### config.mk
export PLATFORM = sky130hd
export DESIGN_NAME = decaying_load_latency_monitor
export DESIGN_NICKNAME = d
export VERILOG_FILES = /design/src/design/dllm_pkg.sv /design/src/design/decaying_load_latency_monitor.sv /design/src/design/dllm_div.sv /design/src/design/dllm_mul.sv
export SDC_FILE = /design/constraint.sdc
export NUM_CORES = 2
export LEC_CHECK = 0
export BUFFER_PORTS_ARGS = -buffer_cell sky130_fd_sc_hd__buf_4
export CAP_MARGIN = 20
export CORE_AREA = 2 2 348 350
export CTS_BUF_LIST = sky130_fd_sc_hd__clkbuf_2
export DETAILED_ROUTE_END_ITERATION = 10
export DIE_AREA = 0 0 350 352
export GPL_ROUTABILITY_DRIVEN = 1
export SLEW_MARGIN = 40
export SYNTH_ARGS = -nofsm -noshare
export SYNTH_HDL_FRONTEND = slang
export SYNTH_SLANG_ARGS = --single-unit
### constraint.sdc
create_clock -name clk -period 6.31 [get_ports clk]
set_input_delay 0.3155 -clock clk [delete_from_list [all_inputs] [get_ports clk]]
set_output_delay 0.3155 -clock clk [all_outputs]
set_load 0.01 [all_outputs]
### src/design/dllm_pkg.sv
// Package for the decaying load latency monitor.
// Widths, limits, register addresses and the sequencer state type.
`default_nettype none
package dllm_pkg;
    localparam int CNT_W = 32;
    localparam int SUM_W = 48;
    localparam int OUT_W = 16;
    localparam int RATE_W = 30;
    localparam int MAX_GAP_DEFAULT = 8;
    localparam int ADDR_W = 3;
    localparam logic [ADDR_W-1:0] ADDR_TARGET_AVG = 3'd0;
    localparam logic [ADDR_W-1:0] ADDR_TARGET_PEAK = 3'd4;

    typedef enum logic [6:0] {
        ST_IDLE  = 7'b0000001,
        ST_AGE   = 7'b0000010,
        ST_ADD   = 7'b0000100,
        ST_MUL   = 7'b0001000,
        ST_DIV   = 7'b0010000,
        ST_QDIV  = 7'b0100000,
        ST_OUT   = 7'b1000000
    } state_t;

    typedef struct packed {
        logic start;
    } div_ctl_t;
endpackage
`default_nettype wire

### src/design/decaying_load_latency_monitor.sv
// Top level of the decaying load latency monitor: sequencer, accumulators, config port.
// Depends on dllm_pkg, dllm_mul and dllm_div.
`default_nettype none
// One request at a time. A request first ages the accumulators once per elapsed second (up to
// MAX_GAP_SECONDS), then decides. A sample is then added, goes through the serial multiplier
// and then the serial divider; a query takes two passes of the serial divider (average,
// then peak) and an output step. in_stall is high while a request is at work. The result
// waits in an output register; a query that finishes while the previous result is unread
// holds in its output state until that result is taken.
// No clearing pass after reset.
module decaying_load_latency_monitor #(
    parameter int MAX_GAP_SECONDS = dllm_pkg::MAX_GAP_DEFAULT
) (
    input  wire logic        clk,
    input  wire logic        rst_n,
    input  wire logic        psel,
    input  wire logic        penable,
    input  wire logic        pwrite,
    input  wire logic [dllm_pkg::ADDR_W-1:0] paddr,
    input  wire logic [31:0] pwdata,
    output      logic [31:0] prdata,
    output      logic        pready,
    input  wire logic        in_valid,
    output      logic        in_stall,
    input  wire logic        mode,
    input  wire logic [7:0]  elapsed_seconds,
    input  wire logic        time_went_back,
    input  wire logic [7:0]  sample_count,
    input  wire logic [15:0] latency_ms,
    output      logic        out_valid,
    input  wire logic        out_stall,
    output      logic [dllm_pkg::RATE_W-1:0] event_rate,
    output      logic [dllm_pkg::OUT_W-1:0]  avg_latency_ms,
    output      logic [dllm_pkg::OUT_W-1:0]  peak_latency_ms,
    output      logic        overloaded
);
    localparam int CW = dllm_pkg::CNT_W;
    localparam int SW = dllm_pkg::SUM_W;
    localparam int NW = SW + 2;
    localparam int DW = CW + 2;
    localparam logic [CW-1:0] CNT_MAX = '1;
    localparam logic [SW-1:0] SUM_MAX = '1;

    dllm_pkg::state_t st_reg, st_next;
    logic [15:0] tavg_reg, tavg_next, tpk_reg, tpk_next;
    logic [CW-1:0] cnt_reg, cnt_next, ev_reg, ev_next;
    logic [SW-1:0] lat_reg, lat_next, pk_reg, pk_next;
    logic [7:0] secs_reg, secs_next, sc_reg, sc_next;
    logic [15:0] lin_reg, lin_next;
    logic mode_reg, mode_next;
    logic [NW-1:0] avgq_reg, avgq_next;
    logic [NW-1:0] pkq_reg, pkq_next;
    logic ov_reg, ov_next;
    logic [dllm_pkg::RATE_W-1:0] rate_reg, rate_next;
    logic [15:0] oavg_reg, oavg_next, opk_reg, opk_next;
    logic ovld_reg, ovld_next;
    logic accept, cfg_wr;
    dllm_pkg::div_ctl_t mctl, dctl;
    logic mdone, ddone;
    logic [CW+17:0] mprod;
    logic [NW-1:0] dnum, dquo;
    logic [DW-1:0] dden;
    logic [CW:0] cs, es;
    logic [SW:0] ls, ps;
    logic [SW-1:0] cand;

    assign pready = 1'b1;
    assign cfg_wr = psel && penable && pwrite;
    assign in_stall = (st_reg != dllm_pkg::ST_IDLE);
    assign accept = in_valid && !in_stall;
    assign out_valid = ovld_reg;
    assign event_rate = rate_reg;
    assign avg_latency_ms = oavg_reg;
    assign peak_latency_ms = opk_reg;
    assign overloaded = ov_reg;

    always_comb
    begin
        unique case (paddr)
            dllm_pkg::ADDR_TARGET_AVG:  prdata = {16'd0, tavg_reg};
            dllm_pkg::ADDR_TARGET_PEAK: prdata = {16'd0, tpk_reg};
            default:                    prdata = '0;
        endcase
    end

    dllm_mul #(.AW(CW), .BW(18)) u_mul (
        .clk(clk), .rst_n(rst_n), .ctl_in(mctl),
        .a(ev_reg), .b({lin_reg, 2'b00}), .done(mdone), .prod(mprod)
    );

    dllm_div #(.NW(NW), .DW(DW)) u_div (
        .clk(clk), .rst_n(rst_n), .ctl_in(dctl),
        .num(dnum), .den(dden), .done(ddone), .quo(dquo)
    );

    always_comb
    begin
        st_next = st_reg;
        tavg_next = tavg_reg;
        tpk_next = tpk_reg;
        cnt_next = cnt_reg;
        ev_next = ev_reg;
        lat_next = lat_reg;
        pk_next = pk_reg;
        secs_next = secs_reg;
        sc_next = sc_reg;
        lin_next = lin_reg;
        mode_next = mode_reg;
        avgq_next = avgq_reg;
        pkq_next = pkq_reg;
        ov_next = ov_reg;
        rate_next = rate_reg;
        oavg_next = oavg_reg;
        opk_next = opk_reg;
        ovld_next = ovld_reg;
        mctl = '0;
        dctl = '0;
        dnum = '0;
        dden = '0;
        cs = {1'b0, cnt_reg} + (CW+1)'(sc_reg);
        es = {1'b0, ev_reg} + (CW+1)'(sc_reg);
        ls = {1'b0, lat_reg} + (SW+1)'(lin_reg);
        ps = {1'b0, pk_reg} + (SW+1)'(lin_reg);
        cand = '0;
        if (cfg_wr)
        begin
            unique case (paddr)
                dllm_pkg::ADDR_TARGET_AVG:  tavg_next = pwdata[15:0];
                dllm_pkg::ADDR_TARGET_PEAK: tpk_next = pwdata[15:0];
                default: ;
            endcase
        end
        if (ovld_reg && !out_stall)
            ovld_next = 1'b0;
        unique case (st_reg)
            dllm_pkg::ST_IDLE:
            begin
                if (accept)
                begin
                    mode_next = mode;
                    sc_next = sample_count;
                    lin_next = latency_ms;
                    secs_next = elapsed_seconds;
                    if (time_went_back || elapsed_seconds > 8'(MAX_GAP_SECONDS))
                    begin
                        cnt_next = '0;
                        ev_next = '0;
                        lat_next = '0;
                        pk_next = '0;
                        secs_next = '0;
                    end
                    st_next = dllm_pkg::ST_AGE;
                end
            end
            dllm_pkg::ST_AGE:
            begin
                if (secs_reg != 8'd0)
                begin
                    cnt_next = cnt_reg - CW'(({1'b0, cnt_reg} + 33'd3) >> 2);
                    ev_next = ev_reg - CW'(({1'b0, ev_reg} + 33'd3) >> 2);
                    lat_next = lat_reg - (lat_reg >> 2);
                    pk_next = pk_reg - (pk_reg >> 2);
                    secs_next = secs_reg - 8'd1;
                end
                else if (mode_reg)
                begin
                    if (ev_reg == '0)
                    begin
                        avgq_next = '0;
                        pkq_next = '0;
                        st_next = dllm_pkg::ST_OUT;
                    end
                    else
                    begin
                        dnum = {2'b00, lat_reg};
                        dden = {ev_reg, 2'b00};
                        dctl.start = 1'b1;
                        st_next = dllm_pkg::ST_QDIV;
                    end
                end
                else if (sc_reg == 8'd0)
                    st_next = dllm_pkg::ST_IDLE;
                else
                    st_next = dllm_pkg::ST_ADD;
            end
            dllm_pkg::ST_ADD:
            begin
                cnt_next = cs[CW] ? CNT_MAX : cs[CW-1:0];
                ev_next = es[CW] ? CNT_MAX : es[CW-1:0];
                lat_next = ls[SW] ? SUM_MAX : ls[SW-1:0];
                pk_next = ps[SW] ? SUM_MAX : ps[SW-1:0];
                st_next = dllm_pkg::ST_MUL;
            end
            dllm_pkg::ST_MUL:
            begin
                if (mdone)
                begin
                    dnum = NW'(mprod);
                    dden = DW'(sc_reg);
                    dctl.start = 1'b1;
                    st_next = dllm_pkg::ST_DIV;
                end
                else if (secs_reg != 8'hFF)
                begin
                    mctl.start = (secs_reg == 8'd0) && (sc_reg != 8'd0) && !mode_reg;
                    secs_next = 8'hFF;
                end
            end
            dllm_pkg::ST_DIV:
            begin
                if (ddone)
                begin
                    cand = (|dquo[NW-1:SW]) ? SUM_MAX : dquo[SW-1:0];
                    if (pk_reg < cand)
                        pk_next = cand;
                    secs_next = '0;
                    st_next = dllm_pkg::ST_IDLE;
                end
            end
            dllm_pkg::ST_QDIV:
            begin
                if (ddone)
                begin
                    if (secs_reg == 8'd0)
                    begin
                        avgq_next = dquo;
                        dnum = {2'b00, pk_reg};
                        dden = {ev_reg, 2'b00};
                        dctl.start = 1'b1;
                        secs_next = 8'd1;
                    end
                    else
                    begin
                        pkq_next = dquo;
                        secs_next = '0;
                        st_next = dllm_pkg::ST_OUT;
                    end
                end
            end
            dllm_pkg::ST_OUT:
            begin
                if (!ovld_reg || !out_stall)
                begin
                    ov_next = (tpk_reg != 16'd0 && pkq_reg > NW'(tpk_reg)) ||
                              (tavg_reg != 16'd0 && avgq_reg > NW'(tavg_reg));
                    oavg_next = (|avgq_reg[NW-1:16]) ? 16'hFFFF : avgq_reg[15:0];
                    opk_next = (|pkq_reg[NW-1:16]) ? 16'hFFFF : pkq_reg[15:0];
                    rate_next = cnt_reg[CW-1:2];
                    ovld_next = 1'b1;
                    st_next = dllm_pkg::ST_IDLE;
                end
            end
            default: st_next = dllm_pkg::ST_IDLE;
        endcase
    end

    always_ff @(posedge clk or negedge rst_n)
    begin
        if (!rst_n)
        begin
            st_reg <= dllm_pkg::ST_IDLE;
            tavg_reg <= '0;
            tpk_reg <= '0;
            cnt_reg <= '0;
            ev_reg <= '0;
            lat_reg <= '0;
            pk_reg <= '0;
            ovld_reg <= 1'b0;
            secs_reg <= '0;
        end
        else
        begin
            st_reg <= st_next;
            tavg_reg <= tavg_next;
            tpk_reg <= tpk_next;
            cnt_reg <= cnt_next;
            ev_reg <= ev_next;
            lat_reg <= lat_next;
            pk_reg <= pk_next;
            ovld_reg <= ovld_next;
            secs_reg <= secs_next;
        end
    end

    always_ff @(posedge clk)
    begin
        sc_reg <= sc_next;
        lin_reg <= lin_next;
        mode_reg <= mode_next;
        avgq_reg <= avgq_next;
        pkq_reg <= pkq_next;
        ov_reg <= ov_next;
        rate_reg <= rate_next;
        oavg_reg <= oavg_next;
        opk_reg <= opk_next;
    end
endmodule
`default_nettype wire

### src/design/dllm_div.sv
// Bit-serial restoring divider: one quotient bit per cycle.
// Depends on dllm_pkg for the control struct.
`default_nettype none
module dllm_div #(
    parameter int NW = 50,
    parameter int DW = 34
) (
    input  wire logic            clk,
    input  wire logic            rst_n,
    input  wire dllm_pkg::div_ctl_t ctl_in,
    input  wire logic [NW-1:0]   num,
    input  wire logic [DW-1:0]   den,
    output      logic            done,
    output      logic [NW-1:0]   quo
);
    localparam int CW = $clog2(NW + 1);
    logic [NW-1:0] q_reg, q_next;
    logic [DW:0]   r_reg, r_next;
    logic [DW-1:0] d_reg, d_next;
    logic [CW-1:0] c_reg, c_next;
    logic          run_reg, run_next;
    logic [DW:0]   trial;
    logic [DW:0]   shifted;
    logic [NW-1:0] q_step;
    logic [DW:0]   r_step;

    always_comb
    begin
        shifted = {r_reg[DW-1:0], q_reg[NW-1]};
        trial = shifted - {1'b0, d_reg};
        q_step = {q_reg[NW-2:0], ~trial[DW]};
        r_step = trial[DW] ? shifted : trial;
        done = run_reg && (c_reg == CW'(1));
    end

    always_comb
    begin
        q_next = q_reg;
        r_next = r_reg;
        d_next = d_reg;
        c_next = c_reg;
        run_next = run_reg;
        if (ctl_in.start)
        begin
            q_next = num;
            r_next = '0;
            d_next = den;
            c_next = CW'(NW);
            run_next = 1'b1;
        end
        else if (run_reg)
        begin
            q_next = q_step;
            r_next = r_step;
            c_next = c_reg - 1'b1;
            if (done)
                run_next = 1'b0;
        end
    end

    assign quo = q_step;

    always_ff @(posedge clk or negedge rst_n)
    begin
        if (!rst_n)
        begin
            run_reg <= 1'b0;
            c_reg <= '0;
        end
        else
        begin
            run_reg <= run_next;
            c_reg <= c_next;
        end
    end

    always_ff @(posedge clk)
    begin
        q_reg <= q_next;
        r_reg <= r_next;
        d_reg <= d_next;
    end
endmodule
`default_nettype wire

### src/design/dllm_mul.sv
// Bit-serial shift-add multiplier: one multiplier bit per cycle.
// Depends on dllm_pkg for the control struct.
`default_nettype none
module dllm_mul #(
    parameter int AW = 32,
    parameter int BW = 18
) (
    input  wire logic               clk,
    input  wire logic               rst_n,
    input  wire dllm_pkg::div_ctl_t ctl_in,
    input  wire logic [AW-1:0]      a,
    input  wire logic [BW-1:0]      b,
    output      logic               done,
    output      logic [AW+BW-1:0]   prod
);
    localparam int CW = $clog2(BW + 1);
    logic [AW+BW-1:0] p_reg, p_next;
    logic [AW+BW-1:0] a_reg, a_next;
    logic [BW-1:0]    b_reg, b_next;
    logic [CW-1:0]    c_reg, c_next;
    logic             run_reg, run_next;
    logic [AW+BW-1:0] p_step;

    always_comb
    begin
        p_step = b_reg[0] ? p_reg + a_reg : p_reg;
        done = run_reg && (c_reg == CW'(1));
    end

    always_comb
    begin
        p_next = p_reg;
        a_next = a_reg;
        b_next = b_reg;
        c_next = c_reg;
        run_next = run_reg;
        if (ctl_in.start)
        begin
            p_next = '0;
            a_next = (AW+BW)'(a);
            b_next = b;
            c_next = CW'(BW);
            run_next = 1'b1;
        end
        else if (run_reg)
        begin
            p_next = p_step;
            a_next = {a_reg[AW+BW-2:0], 1'b0};
            b_next = b_reg >> 1;
            c_next = c_reg - 1'b1;
            if (done)
                run_next = 1'b0;
        end
    end

    assign prod = p_step;

    always_ff @(posedge clk or negedge rst_n)
    begin
        if (!rst_n)
        begin
            run_reg <= 1'b0;
            c_reg <= '0;
        end
        else
        begin
            run_reg <= run_next;
            c_reg <= c_next;
        end
    end

    always_ff @(posedge clk)
    begin
        p_reg <= p_next;
        a_reg <= a_next;
        b_reg <= b_next;
    end
endmodule
`default_nettype wire
=== Yosys cells after proc, flatten, opt, wreduce, memory -nomap -nowiden ===
Cells that the tools add are included.

* Flip-flop bits (word level): 645
* Latch bits: 0
* Memory bits (writable): 0
* Memory bits (read-only): 0
* Input port bits: 76
* Output and inout bits: 98
* Word-level logic and storage cells: 215
* Memories: 0

* Add/sub/neg operators: 15
* Multipliers: 0
* Div/mod/pow operators: 0
* Order comparisons: 4
* Equal/unequal tests: 27
* Shift-type cells: 0
* Multiplexer cells: 94
* Bitwise operators: 1
* Reductions and logical operators: 44

{| class="wikitable"
|+ Operators by type and width
! kind !! number
|-
| two-way mux 48 bit || 14
|-
| two-way mux 50 bit || 11
|-
| two-way mux 32 bit || 8
|-
| two-way mux 34 bit || 6
|-
| case mux 50 bit (2 select lines) || 2
|-
| case mux 32 bit (3 select lines) || 2
|-
| case mux 48 bit (4 select lines) || 1
|-
| case mux 50 bit (3 select lines) || 1
|-
| case mux 48 bit (3 select lines) || 1
|-
| case mux 34 bit (3 select lines) || 1
|-
| > comparator 50 x 16 -> 1 bit || 2
|-
| adder 48 x 16 -> 49 bit || 2
|-
| subtractor 48 x 46 -> 48 bit || 2
|-
| OR reduction 34 bit || 2
|-
| adder 32 x 2 -> 33 bit, second input constant || 2
|-
| adder 32 x 8 -> 33 bit || 2
|-
| two-way mux 8 bit || 8
|-
| subtractor 32 x 31 -> 32 bit || 2
|-
| two-way mux 7 bit || 9
|-
| adder 50 bit || 1
|-
| case mux 7 bit (7 select lines) || 1
|-
| less-than comparator 48 bit || 1
|-
| case mux 8 bit (5 select lines) || 1
|-
| two-way mux 18 bit || 2
|-
| other kinds (42) || 101
|}

=== Logic depth before layout (Yosys ltp) ===
* Depth after elaboration: 7
* Gate-level depth with buffers: 22
* Depth with buffers taken out: 21

=== Hierarchy ===
A second synthesis with hierarchy kept.

* Cell total of the unflattened synthesis: 5478
* Area total of the unflattened synthesis: 48341.4 um^2

{| class="wikitable"
|+ By module, submodules not included
! module !! instances !! cells each !! area each (um^2) !! seq. area each (um^2)
|-
| decaying_load_latency_monitor || 1 || 3958 || 33011.7 || 10851.7
|-
| dllm_mul || 1 || 853 || 8092.8 || 3012.9
|-
| dllm_div || 1 || 667 || 7236.9 || 3378.2
|}

=== Worst setup path before layout ===
Ideal clock, no wire load.

* Path kind: register to register
* Start point: register st_reg[3]
* End point: register avgq_reg[0] (enable)
* Setup time: 533 ps
* Arrival: 5474 ps
* Required time: 5777 ps
* Path slack: 304 ps
* Cell stages (with the launch flop): 7
* Buffers on the path: 2
* Clock period less this slack: 6006 ps
* Path through: dfrtp_1 > nor4_1 > and3_1 > clkbuf_1 > buf_1 > a31oi_1 > a211oi_1

* Word-level cells in the longest chain between the ends: 3
* Elaborated cells between the ends (all ways): 9
* Classes of those cells: 7 x eq/ne; 2 x reduce/logical

{| class="wikitable"
|+ Ends and longest elaborated chain
! what !! line !! text
|-
| start: declaration || decaying_load_latency_monitor.sv:44 || <nowiki>dllm_pkg::state_t st_reg, st_next;</nowiki>
|-
| start signal: assignment || decaying_load_latency_monitor.sv:261 || <nowiki>st_reg <= dllm_pkg::ST_IDLE;</nowiki>
|-
| start signal: assignment || decaying_load_latency_monitor.sv:273 || <nowiki>st_reg <= st_next;</nowiki>
|-
| == test 7 x 6 -> 1 bit or == test 7 x 2 -> 1 bit (tied branches) || decaying_load_latency_monitor.sv:135 || <nowiki>unique case (st_reg)</nowiki>
|-
| inequality test 2 bit (no source line) or nonzero test 2 bit (tied branches) || -- ||
|-
| AND reduction 6 bit (no source line) (*) || -- ||
|-
| end signal: assignment || decaying_load_latency_monitor.sv:290 || <nowiki>avgq_reg <= avgq_next;</nowiki>
|-
| end: declaration || decaying_load_latency_monitor.sv:51 || <nowiki>logic [NW-1:0] avgq_reg, avgq_next;</nowiki>
|}

Mark *: on every way between the ends. The rest lies on a longest branch, timed or not.
A chain may end at the register's enable or synchronous reset.

=== Worst setup path in the final report ===
* Start point: register ev_reg[2]
* End point: register ev_reg[31]

* Word-level cells in the longest chain between the ends: 4
* Elaborated cells between the ends (all ways): 6
* Classes of those cells: 3 x add/sub; 3 x mux

{| class="wikitable"
|+ Ends and longest elaborated chain
! what !! line !! text
|-
| start: declaration || decaying_load_latency_monitor.sv:46 || <nowiki>logic [CW-1:0] cnt_reg, cnt_next, ev_reg, ev_next;</nowiki>
|-
| start signal: assignment || decaying_load_latency_monitor.sv:277 || <nowiki>ev_reg <= ev_next;</nowiki>
|-
| adder 32 x 2 -> 33 bit || decaying_load_latency_monitor.sv:160 || <nowiki>ev_next = ev_reg - CW'(({1'b0, ev_reg} + 33'd3) >> 2);</nowiki>
|-
| subtractor 32 x 31 -> 32 bit || decaying_load_latency_monitor.sv:160 ||
|-
| two-way mux 32 bit || decaying_load_latency_monitor.sv:157 || <nowiki>if (secs_reg != 8'd0)</nowiki>
|-
| case mux 32 bit (3 select lines) (*) || decaying_load_latency_monitor.sv:135 ||
|}

Mark *: on every way between the ends. The rest lies on a longest branch, timed or not. The select of a mux whose other input is x is not followed.

==> qor.txt <==
First-pass GRT wire length - 240200 um
# rows - 127
Die Y - 352 um
Post-CTS resize count - 0
Commonest non-fill, non-tap cell in the layout - a21oi_1
Clk sinks - 645
Clock skew - 0.1411 ns
Root buf cell - clkbuf_2
Kind of start point of the critical path - register
Period utilization - 82.09%
Syn Inst Count - 5511
Clk slew on worst S/H paths - 0.10 ns
Gpl congestion - 0.9046
Family with the most delay on the worst path - compound AO/OA/AOI/OAI gates
Crit path required time - 7.74 ns
Hold Buf Count CTS - 178
Post-Syn Area - 47460 um^2
Max VDD drop - 0.0002627 V
Post-route standard cell area excluding fillers - 53860 um^2
Cell Chain, Critical Path - o21a_1, nand3_1, nor2_1, nand3_1, nor3_1, nand2_1, xor2_1, ha_1, a21oi_1, o21ai_0, a2111oi_0, o31ai_1, a31oi_1, nor2_1, o221ai_1, o311ai_0, a2111oi_0, a211o_1
Total CTS buffers - 180
Slew HR - 26.50%
Congestion Overflow GR - 0
Async S/R FF share, synth - 34.26%
Max Cap Viol - 0
Share of layout cells above drive strength 1 - 9.794%
Buffers and inverters on the worst path - 0
Die Wd - 350 um
Static Leakage - 22.68 nW
Largest net degree at the start of global routing - 91
Pre-antenna DRT Iters - 8
EDFF count, synth - 320
Max Fclk - 193.0 MHz
Antenna violations before repair - 4
Synth-to-Final Area Change - 13.49%
Commonest cells after routing, fill and taps aside - 543 x a21oi_1, 531 x nand2_1, 437 x nor2_1, 370 x ha_1, 369 x o21ai_0
Cell Pwr Density - 511.4 nW/um^2
Slew @ Worst Pin - 1.102 ns
Critical path peak fanout - 8
Number of global-route vias before repair - 42950
Vias - 43910
Worst-skew pair later-pin latency - 1.61 ns
Syn Area/Cell - 8.611 um^2
Final non-filler cell total - 7579
Count of cell types in the netlist - 97
Core Util, Final - 45.13%
Routed Antenna Nets - 0
Worst hold-check path type - in2reg
Initial DRC count - 3780
Final Setup Violations - 0
Worst path max stage delay - 0.56 ns
Fin. Hold Viols - 0
# IOs - 174
Place WS - 1.252 ns
H-tree levels - 4
IO buf count - 140
Routed length per instance - 20.45 um
DIE AREA - 123200 um^2
Area of the core - 119300 um^2
Minimum clock period - 5.180 ns
Initial Util - 39.77%
RSZ-0062 raised after global routing - false
Post-CTS setup buffer count - 0
Flip-flop and latch count after synthesis - 645
GR Util All Layers - 24.62%
Slew Limit Fails - 0
Routed wire length - 155000 um
DP Area - 50190 um^2
Critical path endpoint category - register
Residual DRC count - 0
Critical path type - reg2reg
DP Cell Count - 7052
Final WS setup - 1.130 ns
Outcome - finished, final reports clean
Sequential fraction of the synthesis area - 36.29%
Yosys warning count - 0
DP HPWL - 110200 um
Final setup TNS - 0 ns
Worst-case clock buffer depth - 3
CTS tree - done
Worst path arrival time - 6.61 ns
Synth Flop Type - edfxtp_1
Layout Nets - 6262
Slowest library cell on the worst path - nor3_1
Vias per cell - 5.793
-- logic make-up (layout without fill, tap and decap cells) --
kind of cell	count (synthesis)	count (layout)	share of synthesized area (%)
adders and majority gates	380	380	10.18
muxes	101	101	2.159
other	2	21	0.01582
and+or+nand+nor	1763	1763	17.73
AOI/OAI and AO/OA	1747	1747	23.24
buffers and inverters	562	999	4.624
xor gates and xnor gates	311	311	5.755
DFF	645	645	36.29
-- worst paths after layout --
kind                                                    from  slack [ns]  cells after the start                            to
worst min register to register  u_mul.p_reg[48]$_SDFFE_PP0P_        0.48                      2  u_mul.p_reg[48]$_SDFFE_PP0P_
worst min-delay path                                    psel        0.27                      6       tavg_reg[3]$_DFFE_PN0P_
worst max-delay path                   ev_reg[2]$_DFFE_PN0P_        1.13                     18        ev_reg[31]$_DFFE_PN0P_
worst max register to register         ev_reg[2]$_DFFE_PN0P_        1.13                     18        ev_reg[31]$_DFFE_PN0P_
min in group asynchronous                              rst_n        0.39                      5         pk_reg[1]$_DFFE_PN0P_
max in group asynchronous                              rst_n        4.63                      7        ev_reg[31]$_DFFE_PN0P_
-- power by group --
part	switching (mW)	internal, mW
logic	10.1	6.99
registers	1.48	5.57
clock network	2.00	1.37
-- synthesized netlist by cell type, types with 18 or more instances --
| cell | count | area, um^2 |
|---|---|---|
| a211oi_1 | 60 | 450.4 |
| a21o_1 | 167 | 1254 |
| a21oi_1 | 546 | 2733 |
| a221oi_1 | 19 | 166.4 |
| a222oi_1 | 21 | 210.2 |
| a22o_1 | 27 | 236.5 |
| a22oi_1 | 36 | 270.3 |
| a31oi_1 | 107 | 669.4 |
| and2_1 | 99 | 619.3 |
| and3_1 | 55 | 344.1 |
| buf_1 | 28 | 105.1 |
| buf_4 | 18 | 135.1 |
| clkbuf_1 | 235 | 882.1 |
| dfrtp_1 | 220 | 5505 |
| dfxtp_1 | 104 | 2082 |
| edfxtp_1 | 320 | 9609 |
| ha_1 | 370 | 4629 |
| inv_1 | 266 | 998.5 |
| mux2i_1 | 90 | 900.9 |
| nand2_1 | 534 | 2004 |
| nand2b_1 | 76 | 475.5 |
| nand3_1 | 164 | 820.8 |
| nand4_1 | 85 | 531.8 |
| nor2_1 | 443 | 1663 |
| nor2b_1 | 42 | 262.8 |
| nor3_1 | 94 | 470.5 |
| nor4_1 | 54 | 337.8 |
| o211ai_1 | 34 | 255.2 |
| o21a_1 | 64 | 480.5 |
| o21ai_0 | 370 | 1852 |
| o21bai_1 | 36 | 270.3 |
| o221ai_1 | 18 | 157.7 |
| o22ai_1 | 48 | 300.3 |
| o31ai_1 | 31 | 232.7 |
| or3_1 | 32 | 200.2 |
| xnor2_1 | 188 | 1647 |
| xor2_1 | 122 | 1069 |
-- layer usage --
metal  GRT usage (%)  share of wire [%]  vias to the layer above
met4           11.05                3.9                        2
li1                -                  -                    20980
met3           3.866                6.8                      325
met5               0             0.0084                        -
met1           32.00                 43                    20900
met2           40.15                 47                     1703
-- through the flow --
stage               hold slack (ns)  total power [mW]
floorplan                   0.01991             19.29
global placement             0.3795             23.48
detailed placement           0.3738             23.65
CTS                         0.04058             27.35
global route                 0.1810             29.78
finish                       0.2662             27.55
-- worst min-delay path: stages --
cell and delay (ns):
dlygate4sd3_1 0.54, buf_4 0.14, and4_2 0.27, buf_2 0.32
nand2_1 0.13, o21ai_0 0.07
-- area by class of cell --
class                   instances  area (um^2)
diodes                          4        10.01
clock buffers                 266         1331
clock inverters                73        455.4
fillers                     11720        65480
inverters                     267         1002
multi-input cells            4319        28280
flip-flops and latches        645        17230
well taps                    1612         2017
repair buffers                393         3538
Power figures use the tool's default switching activity.
